[config.mk]
export PLATFORM = sky130hd
export DESIGN_NAME = soct_match
export DESIGN_NICKNAME = d
export VERILOG_FILES = /design/src/rtl/soct_pkg.sv /design/src/rtl/soct_match.sv
export SDC_FILE = /design/constraint.sdc
export NUM_CORES = 1
export LEC_CHECK = 0
export ABC_AREA = 0
export ABC_CLOCK_PERIOD_IN_PS = 5530
export BUFFER_PORTS_ARGS = -buffer_cell sky130_fd_sc_hd__buf_2
export CAP_MARGIN = 30
export CORE_AREA = 4 4 302 304
export DETAILED_ROUTE_END_ITERATION = 12
export DIE_AREA = 0 0 306 308
export SYNTH_ARGS = -nofsm -noshare
export SYNTH_HDL_FRONTEND = slang
export SYNTH_SLANG_ARGS = --single-unit
[constraint.sdc]
create_clock -name vclk -period 5.53
set_input_delay 0.2765 -clock vclk [all_inputs]
set_output_delay 0.2765 -clock vclk [all_outputs]
set_load 0.03 [all_outputs]
[src/rtl/soct_pkg.sv]
// Shared types, constants and helpers for the socket owner cache table.
// No dependencies; used by soct_mem, soct_match and the top level.
package soct_pkg;

  localparam int ENTRIES_DEF = 64;
  localparam int ADDR_W      = 64;
  localparam int PORT_W      = 16;
  localparam int OWNER_W     = 31;
  localparam int STAMP_W     = 48;
  localparam int AGE_W       = 20;
  localparam int SLOT_W      = 6;
  localparam int STATUS_W    = 3;

  localparam logic [7:0]       UDP_PROTO   = 8'd17;
  localparam logic [AGE_W-1:0] MAX_AGE_RST = 20'd7000;

  typedef enum logic [STATUS_W-1:0] {
    ST_MISS     = 3'd0,
    ST_HIT      = 3'd1,
    ST_UDP_HIT  = 3'd2,
    ST_INSERTED = 3'd3,
    ST_FULL     = 3'd4
  } status_t;

  localparam logic FUNC_LOOKUP = 1'b0;
  localparam logic FUNC_INSERT = 1'b1;

  // Captured request
  typedef struct packed {
    logic               func;
    logic               is_v6;
    logic [7:0]         protocol;
    logic [ADDR_W-1:0]  src_addr_hi;
    logic [ADDR_W-1:0]  src_addr_lo;
    logic [PORT_W-1:0]  src_port;
    logic [ADDR_W-1:0]  dst_addr_hi;
    logic [ADDR_W-1:0]  dst_addr_lo;
    logic [PORT_W-1:0]  dst_port;
    logic [OWNER_W-1:0] owner_in;
    logic [STAMP_W-1:0] now_ms;
  } req_t;

  // One table entry as held in memory
  typedef struct packed {
    logic               is_v6;
    logic [7:0]         protocol;
    logic [PORT_W-1:0]  src_port;
    logic [PORT_W-1:0]  dst_port;
    logic [ADDR_W-1:0]  src_hi;
    logic [ADDR_W-1:0]  src_lo;
    logic [ADDR_W-1:0]  dst_hi;
    logic [ADDR_W-1:0]  dst_lo;
    logic [OWNER_W-1:0] owner;
    logic [STAMP_W-1:0] stamp;
  } entry_t;

  // Result of checking one entry against the request
  typedef struct packed {
    logic live;
    logic hit;
  } chk_t;

  function automatic entry_t make_entry(input req_t r);
    entry_t e;
    e.is_v6    = r.is_v6;
    e.protocol = r.protocol;
    e.src_port = r.src_port;
    e.dst_port = r.dst_port;
    e.src_hi   = r.src_addr_hi;
    e.src_lo   = r.src_addr_lo;
    e.dst_hi   = r.dst_addr_hi;
    e.dst_lo   = r.dst_addr_lo;
    e.owner    = r.owner_in;
    e.stamp    = r.now_ms;
    return e;
  endfunction

endpackage

[src/rtl/soct_match.sv]
// Liveness and wildcard tuple compare of one stored entry against a request.
// Depends on soct_pkg for req_t, entry_t and chk_t.
module soct_match import soct_pkg::*; (
  input  req_t             req,
  input  entry_t           ent,
  input  logic [AGE_W-1:0] max_age,
  output chk_t             chk
);

  // v4: low 32 bits only; stored all-zero is a wildcard
  function automatic logic addr_ok(input logic [ADDR_W-1:0] shi,
                                   input logic [ADDR_W-1:0] slo,
                                   input logic [ADDR_W-1:0] hi,
                                   input logic [ADDR_W-1:0] lo,
                                   input logic v6);
    logic ok;
    if (v6) begin
      ok = (shi == hi && slo == lo) || (shi == '0 && slo == '0);
    end else begin
      ok = (slo[31:0] == lo[31:0]) || (slo[31:0] == 32'd0);
    end
    return ok;
  endfunction

  logic [STAMP_W-1:0] age;
  logic               key_ok;

  assign age = req.now_ms - ent.stamp;

  assign key_ok = (ent.is_v6 == req.is_v6) && (ent.protocol == req.protocol) &&
                  (ent.src_port == req.src_port) &&
                  (ent.dst_port == req.dst_port || ent.dst_port == '0);

  always_comb begin
    chk.live = (age <= STAMP_W'(max_age));
    chk.hit  = chk.live && key_ok &&
               addr_ok(ent.src_hi, ent.src_lo, req.src_addr_hi, req.src_addr_lo,
                       req.is_v6) &&
               addr_ok(ent.dst_hi, ent.dst_lo, req.dst_addr_hi, req.dst_addr_lo,
                       req.is_v6);
  end

endmodule

Word level (Yosys, flattened, before mapping) --
Index checks and enable logic that the tools add are counted.
Word-level totals: word-level logic and storage cells 36, bits in registers 0
Operators by class: eq/ne operators 10, $add $sub $neg 1, reduce and logical (&&, ||, !) cells 22, order comparisons 1, multiplexer cells 2
Operators by type and width (count):
- $eq A64 B64 Y1 | 4
- $logic_not A64 Y1 | 4
- $eq A32 B32 Y1 | 2
- $logic_not A32 Y1 | 2
- $le A48 B20 Y1 | 1
- $sub A48 B48 Y48 | 1
- $eq A16 B16 Y1 | 2
- $logic_not A16 Y1 | 1
- $logic_and A1 B1 Y1 | 10
- $eq A8 B8 Y1 | 1
- $logic_or A1 B1 Y1 | 5
- $mux W1 | 2
- $eq A1 B1 Y1 | 1

Longest topological paths before layout --
Gate-level depths: netlist of the first run.
word-level depth 7, depth in mapped cells 22, mapped depth without buffers 22

Worst setup path before layout of the first run --
OpenSTA, ideal clock, no wires.
path kind input-to-output, start point input port req[0] in the netlist's numbering, end point output port chk[0] in the netlist's numbering, buffers on the path 0, arrival 4616 ps, setup slack 638 ps, data required time 5253 ps, stages 21, cells stage by stage inv_1 ha_1 fa_1 nand2b_1 a21oi_1 o21ai_2 nand2_1 a21oi_1 xnor2_1 ha_1 nand4_1 or3_1 nor3_1 o22ai_1 nor4_2 o221ai_1 nor3_1 nand4b_1 nor3_2 nand4_1 nor4_1
RTL lines:
- from (decl) | RTL line soct_match.sv:4 | input req_t req,
- to (decl) | RTL line soct_match.sv:7 | output chk_t chk

==> results of run 1 <==
==> layer usage <==
metal  part of all wire [%]  wire length [um]  GRT usage [%]
met1                     40             33200           20.6
met2                     44             36400           27.1
met3                     14             11500           7.55
met4                    2.2              1850           2.37
met5                   0.40               333              0
==> kinds of logic (layout without fill, tap and decap cells) <==
family	Yosys count	in the layout	synth area share, %
other	0	29	0
adders and majority gates	68	68	11.6
and+or+nand+nor	380	380	28.4
muxes	1	1	0.135
xor gates and xnor gates	329	329	38.8
AOI/OAI and AO/OA	186	186	16.4
buffers and inverters	88	799	4.68
==> worst min-delay path by stage <==
| stage | to | slack, ns | cells past startpoint |
|---|---|---|---|
| after floorplan | chk[0] | 0.86 | 3 |
| after global placement | chk[0] | 1.25 | 8 |
| after detailed placement | chk[0] | 1.24 | 8 |
| after CTS | chk[0] | 1.25 | 8 |
| after global routing | chk[0] | 1.29 | 8 |
| final | chk[0] | 1.24 | 8 |
==> power by group through the flow <==
stage               clock network (uW)  logic, uW  registers, uW
global route                  0.000219       1260              0
detailed placement                   0       1160              0
finish                        0.000709       1170              0
global placement                     0       1160              0
CTS                                  0       1160              0
floorplan                            0        552              0
==> metrics by stage <==
| stage | total power (uW) | TNS, ns |
|---|---|---|
| floorplan | 552 | 0 |
| global placement | 1160 | -0.0372 |
| detailed placement | 1160 | -0.0995 |
| CTS | 1160 | 0 |
| global route | 1260 | 0 |
| finish | 1170 | 0 |
==> cell usage in the layout (no fill, tap or decap), types with 2 or more instances in the layout <==
| master | count |
|---|---|
| buf_2 | 711 |
| xnor2_1 | 168 |
| xor2_1 | 161 |
| nor4_1 | 121 |
| nand4_1 | 86 |
| inv_1 | 77 |
| ha_1 | 67 |
| nand2_1 | 59 |
| a21oi_1 | 55 |
| nor2_1 | 51 |
| diode_2 | 29 |
| o21ai_0 | 27 |
| a21o_1 | 19 |
| nand3_1 | 17 |
| o21a_1 | 12 |
| nor3_1 | 10 |
| buf_4 | 10 |
| a21oi_2 | 8 |
| o21ai_1 | 7 |
| nand2b_1 | 6 |
| o211ai_1 | 6 |
| a31oi_1 | 6 |
| and3_1 | 5 |
| o21bai_1 | 5 |
| o221ai_1 | 4 |
| a211oi_1 | 4 |
| a221oi_1 | 4 |
| o22ai_1 | 4 |
| nor2b_1 | 3 |
| or3_1 | 3 |
| or4_1 | 3 |
| nor4_2 | 3 |
| nand3b_1 | 2 |
| a211oi_2 | 2 |
| o2bb2ai_1 | 2 |
| o32a_1 | 2 |
| a221o_1 | 2 |
==> area by class of cell <==
cell class | instances | area share, %
inverter | 77 | 2.29
multi-input combinational | 964 | 56.7
tap | 1165 | 11.6
antenna | 29 | 0.575
timing repair buffer | 722 | 28.9
==> timing repair <==
action | in CTS | in global routing
gates resized for setup | 2 | 13
pin swaps | 1 | 7
endpoints found under the setup margin | 1 | 2
hold endpoints to repair | 0 | 0
buffers inserted | 0 | 0
hold buffers | 0 | 0
==> impl_metrics.ini, run 1 <==
[grt]
grt_pass1_wl_mm = 105
grt_overflow_total = 0
grt_max_degree = 14
first_global_vias = 11800
grt.total_usage_pct = 16.6
antenna_found_initial = 101

[layout]
area_growth_pct = 69.8
design.seq.count = 0
seqCellArea_um2 = 0
layout-drive-gt1-share_pct = 42.7
final_cell_count_no_fill = 2957
multiInputGateArea_mm2 = 0.00715
num-fill-cells = 10400
fin_nets = 2606
clock_buffers = 0
final_util_pct = 14.3
design_area_mm2 = 0.0126

[sta]
final-setup-viol-count = 0
fmax_ghz = 0.193
rsz0062_at_grt = false
finalHoldViolations = 0
post-route-period-util_pct = 93.8
fin_crit_ns = 5.18
max_slew_margin_pct = 35.4
worst_pin_slew_ns = 0.960
slew_violations = 0
fin_hold_ws_ns = 1.24
layout_setup_ws_ns = 0.345

[placed_design]
dp_hpwl_mm = 79.8
port_buffers = 712
globalplace.congestion = 1.00
post_dp_cell_area_mm2 = 0.0125
placedCellCount = 2928
pre_cts_slack_ns = -0.0995

[synthesis]
ys_warn_count = 0
synth_nets = 1893
ys_top_cells_by_count = xnor2_1 (168), xor2_1 (161), nor4_1 (122), nand4_1 (86), inv_1 (77)
ys_seq_area_share_pct = 0
synth.distinct_cells = 62
synth.cell_area_mm2 = 0.00743
synth_most_common_cell = xnor2_1
post_synth.cell_area_avg_um2 = 7.06
synth_top_area_share_pct = 19.8
yosys.area.top_type = xnor2_1
yosys-top-cells-area = xnor2_1 (20%), xor2_1 (19%), ha_1 (11%), nor4_1 (10%), nand4_1 (7.2%)
syn_inst = 1052

[job]
max-cap-violations = 0

[setup_path]
crit_fanout = 3
cp-endpoint = chk[1]
worstSetupStartpoint = req[0]
start_kind = input pin
crit_top_cell = buf_4
slowest_delay_ns = 0.43
required_ns = 5.25
cp_slowest_cell = or3_4
timing.critical_path.buf_inv = 6
cp_top_family = simple AND/OR/NAND/NOR gates
crit_type = in2out
crit_arrival_ns = 4.91
path_depth = 26
cp-end-kind = primary output

[pwr]
p_clk_share_pct = 0
internal_power_uw = 503
p_sw_share_pct = 57.1
pwr-share-comb_pct = 100.0
power.density_mw_per_mm2 = 92.8
p_switching_uw = 668
seqPwrFrac_pct = 0
ir_drop_uv = 41.5
p_leak_uw = 0.00565

[route]
firstDrtPassIters = 5
drcViolationCount = 0
viasPerCell = 3.92
drtIter0Drc = 754
ant_nets = 0
vias = 11600
post_drt_wl_per_cell_um = 28.2
routed_wl_mm = 83.3

[run_status]
outcome = finished, final reports clean

[floorplanning]
start_util_pct = 8.42
die_y_um = 308
io_pins = 775
row_count = 109
die_x_um = 306
die-area_mm2 = 0.0942
fp.coreArea_mm2 = 0.0882

[worst_hold_path]
hp-start = req[374]
hp-class = in2out
Power figures use the tool's default switching activity.
==> inputs of run 2 (changes only) <==
--- a/config.mk
+++ b/config.mk
@@ -12,6 +12,7 @@
 export CORE_AREA = 4 4 302 304
 export DETAILED_ROUTE_END_ITERATION = 12
 export DIE_AREA = 0 0 306 308
+export REMOVE_ABC_BUFFERS = 1
 export SYNTH_ARGS = -nofsm -noshare
 export SYNTH_HDL_FRONTEND = slang
 export SYNTH_SLANG_ARGS = --single-unit
==> run 2 against run 1 <==
Non-clock buffer count down 1. Sequential share of layout area unchanged. Worst hold slack worse by 0.037 ns. Largest cell class unchanged. Critical endpoint is now chk[0]. Clock-buffer cell count unchanged. Critical path depth down 1. Flip-flop and latch count unchanged. Critical path type unchanged. Power down 1.4%. Cell count unchanged.
==> impl_metrics.ini, run 2 (synthesis gave the netlist of run 1 again) <==
[run_status]
outcome = finished, final reports clean

[sta]
final-setup-viol-count = 0
fmax_ghz = 0.196
rsz0062_at_grt = false
slew_violations = 0
worst_pin_slew_ns = 0.952
fin_hold_ws_ns = 1.20
fin_crit_ns = 5.11
post-route-period-util_pct = 92.4
finalSetupTns_ns = 0
max_slew_margin_pct = 35.9
finalHoldViolations = 0

[pwr]
power.density_mw_per_mm2 = 91.8
ir_drop_uv = 41.0
p_leak_uw = 0.00562

[setup_path]
timing.critical_path.buf_inv = 5
crit_fanout = 3
slowest_delay_ns = 0.40
cp_slowest_cell = fa_1
required_ns = 5.25
crit_arrival_ns = 4.83
crit_type = in2out
cp-end-kind = primary output
crit_top_cell = buf_4
start_kind = input pin
cp_top_family = simple AND/OR/NAND/NOR gates

[route]
routed_wl_mm = 82.9
firstDrtPassIters = 5
viasPerCell = 4.04
drtIter0Drc = 931
drcViolationCount = 0
ant_nets = 0
post_drt_wl_per_cell_um = 28.0
vias = 11900

[grt]
first_global_vias = 11900
grt_max_degree = 14
antenna_found_initial = 122
grt.total_usage_pct = 16.5
grt_pass1_wl_mm = 105
grt_overflow_total = 0

[layout]
final_cell_mix = buf_2 (710), xnor2_1 (168), xor2_1 (161)
layout-drive-gt1-share_pct = 42.4
area_growth_pct = 69.3
clock_buffers = 0
num-fill-cells = 10400
final_common_cell = buf_2
fin_nets = 2605
seqCellArea_um2 = 0
design.seq.count = 0

[worst_hold_path]
hp-class = in2out

[floorplanning]
die-area_mm2 = 0.0942
io_pins = 775
die_x_um = 306
start_util_pct = 8.42
die_y_um = 308
fp.coreArea_mm2 = 0.0882
row_count = 109

[job]
max-cap-violations = 0

[placed_design]
port_buffers = 712
globalplace.congestion = 1.04
dp_hpwl_mm = 79.2

[cts]
cts_hold_buffers = 0
==> run 2: metal layers <==
layer | vias to the layer above | global-route usage, % | part of all wire (%)
met5 | - | 0 | 0.49
met4 | 60 | 3.40 | 3.0
met3 | 177 | 5.75 | 13
met2 | 902 | 26.6 | 43
met1 | 5423 | 21.3 | 41
li1 | 5378 | - | -
==> run 2: final cells by class <==
cell class,count,area (um2),area share [%]
diodes,30,75.1,0.597
inverters,77,289,2.30
multi-input cells,964,7120,56.6
well taps,1165,1460,11.6
repair buffers,721,3640,28.9
==> run 2: worst paths after layout <==
check	from	endpoint	cells past startpoint
worst max-delay path	req[0]	chk[0]	25
worst min-delay path	ent[374]	chk[0]	8
==> run 2: worst min-delay path: cells and delay by family <==
kind | cells | cell delay (ns)
buffers and inverters | 2 | 0.25
AND/OR/NAND/NOR | 5 | 0.34
XOR/XNOR | 1 | 0.05
==> run 2: metrics by stage <==
stage	setup WS [ns]	total power, uW	instances	instance area [um2]	utilization, %
floorplan	0.638	548	1041	7370	-
finish	0.422	1150	2957	12600	14.3
CTS	0.0482	1140	2926	12500	14.1
global route	0.0595	1250	2933	12500	14.2
detailed placement	0.0898	1140	2926	12500	14.1
global placement	0.167	1140	2926	12500	14.1
==> run 2: timing repair <==
action	4_1_cts	5_1_grt
setup endpoints to repair	0	2
buffers inserted	0	1
gates resized for setup	0	10
hold endpoints to repair	0	0
==> run 2: where the power goes <==
group | switching, uW | internal [uW] | total [uW]
registers | 0 | 0 | 0
clock network | 0 | 0.000203 | 0.000203
logic | 655 | 499 | 1150
total | 655 | 499 | 1150
==> inputs of run 3 (changes only) <==
--- a/config.mk
+++ b/config.mk
@@ -6,12 +6,12 @@
 export NUM_CORES = 1
 export LEC_CHECK = 0
 export ABC_AREA = 0
-export ABC_CLOCK_PERIOD_IN_PS = 5530
+export ABC_CLOCK_PERIOD_IN_PS = 6500
 export BUFFER_PORTS_ARGS = -buffer_cell sky130_fd_sc_hd__buf_2
 export CAP_MARGIN = 30
-export CORE_AREA = 4 4 302 304
+export CORE_AREA = 4 4 299 301
 export DETAILED_ROUTE_END_ITERATION = 12
-export DIE_AREA = 0 0 306 308
+export DIE_AREA = 0 0 303 305
 export REMOVE_ABC_BUFFERS = 1
 export SYNTH_ARGS = -nofsm -noshare
 export SYNTH_HDL_FRONTEND = slang
==> constraint.sdc (replaced) <==
create_clock -name vclk -period 6.5
set_input_delay 0.325 -clock vclk [all_inputs]
set_output_delay 0.325 -clock vclk [all_outputs]
set_load 0.03 [all_outputs]
==> run 3 against run 2 <==
Via count grew 0.14%. Flip-flop and latch count did not move. Clock-buffer cell count is the same. Core utilization increased by 0.14 points. Sequential share of layout area stayed put. Power is 16% lower. Global-route usage fell by 0.052 points. Critical path depth down 3. Die area decreased by 1.9%. Final area shrank 0.87%. Worst hold slack improved by 0.066 ns. Non-clock buffer count shrank 7.
==> impl_metrics.ini, run 3 (synthesis gave the netlist of run 1 again) <==
[run_status]
outcome = finished, final reports clean

[pwr]
p_switching_uw = 552
p_clk_share_pct = 0
p_sw_share_pct = 56.7
pwr-share-comb_pct = 100.0
seqPwrFrac_pct = 0
power.density_mw_per_mm2 = 78.1
ir_drop_uv = 28.9
internal_power_uw = 422
p_leak_uw = 0.00558

[layout]
fin_nets = 2598
final_cell_count_no_fill = 2941
design.seq.count = 0
clock_buffers = 0
final_common_cell = buf_2
area_growth_pct = 67.8
final_cell_mix = buf_2 (714), xnor2_1 (168), xor2_1 (161)
seqCellArea_um2 = 0
layout-drive-gt1-share_pct = 41.9

[floorplanning]
die-area_mm2 = 0.0924
die_y_um = 305
io_pins = 775
row_count = 108
die_x_um = 303
fp.coreArea_mm2 = 0.0866
start_util_pct = 8.58

[sta]
max_slew_margin_pct = 34.4
final-setup-viol-count = 0
layout_setup_ws_ns = 0.676
finalHoldViolations = 0
fmax_ghz = 0.172
slew_violations = 0
finalSetupTns_ns = 0
worst_pin_slew_ns = 0.974
rsz0062_at_grt = false
post-route-period-util_pct = 89.6
fin_crit_ns = 5.82

[grt]
first_global_vias = 11600
grt_pass1_wl_mm = 102
antenna_found_initial = 112
grt.total_usage_pct = 16.4
grt_overflow_total = 0
grt_max_degree = 14

[setup_path]
crit_fanout = 4
cp-end-kind = primary output
start_kind = input pin
crit_type = in2out
required_ns = 6.17
crit_arrival_ns = 5.50

[route]
drcViolationCount = 0
wl_met2_mm = 36.2
routed_wl_mm = 81.4
ant_nets = 0
dr.max_layer_used = met5
drt-met1-wl_mm = 31.8
met3_length_mm = 11.1
vias = 12000
drtIter0Drc = 851
post_drt_wl_per_cell_um = 27.7
viasPerCell = 4.07
firstDrtPassIters = 7

[placed_design]
globalplace.congestion = 1.04
dp_hpwl_mm = 77.7
port_buffers = 712
placedCellCount = 2910
pre_cts_slack_ns = 0.725

[cts]
cts_hold_buffers = 0
post_cts_resized = 0
cts_setup_buffers = 0

[worst_hold_path]
hp-class = in2out

[job]
max-cap-violations = 0
-- run 3: worst max-delay path: stages --
cell,delay [ns]
buf_2,0.15
ha_1,0.21
fa_1,0.39
nand2b_1,0.18
a21oi_1,0.31
o21ai_2,0.17
a21oi_1,0.26
nand2b_1,0.17
xor2_1,0.08
ha_1,0.28
nand4_1,0.11
or3_1,0.40
nor3_1,0.41
o22ai_1,0.16
nor4_2,0.28
o221ai_1,0.16
nor3_1,0.22
nand4b_1,0.18
nor3_2,0.22
nand4_1,0.21
nor4_1,0.32
buf_2,0.29
-- run 3: worst paths after layout --
check	startpoint	to	slack, ns	cells after the start
setup / recovery	ent[0]	chk[0]	0.68	22
hold / removal	ent[47]	chk[1]	1.27	6
-- run 3: power by group through the flow --
stage	clock, uW	combinational, uW	sequential (uW)
3_5_place_dp	0	961	0
2_1_floorplan	0	466	0
5_1_grt	0.000227	1040	0
3_3_place_gp	0	961	0
6_report	0.000627	973	0
4_1_cts	0	967	0
-- run 3: metrics by stage --
step                      instance area (um2)  total power (uW)  utilization (%)  hold slack, ns
after floorplan                          7370               466                -           0.953
after detailed placement                12400               961             14.3            1.29
final                                   12500               973             14.4            1.27
after global placement                  12400               961             14.3            1.29
after global routing                    12400              1040             14.3            1.32
after CTS                               12400               967             14.3            1.29
-- run 3: layout make-up --
cell class | count | area, um2
Inverter | 77 | 289
Tap cell | 1155 | 1450
Multi-Input combinational cell | 964 | 7080
Fill cell | 10200 | 74200
Antenna cell | 31 | 77.6
Timing Repair Buffer | 714 | 3570
-- run 3: layer usage --
metal,vias up,track usage [%]
met1,5476,20.0
met5,-,0
li1,5363,-
met2,904,27.0
met4,52,3.16
met3,162,7.06
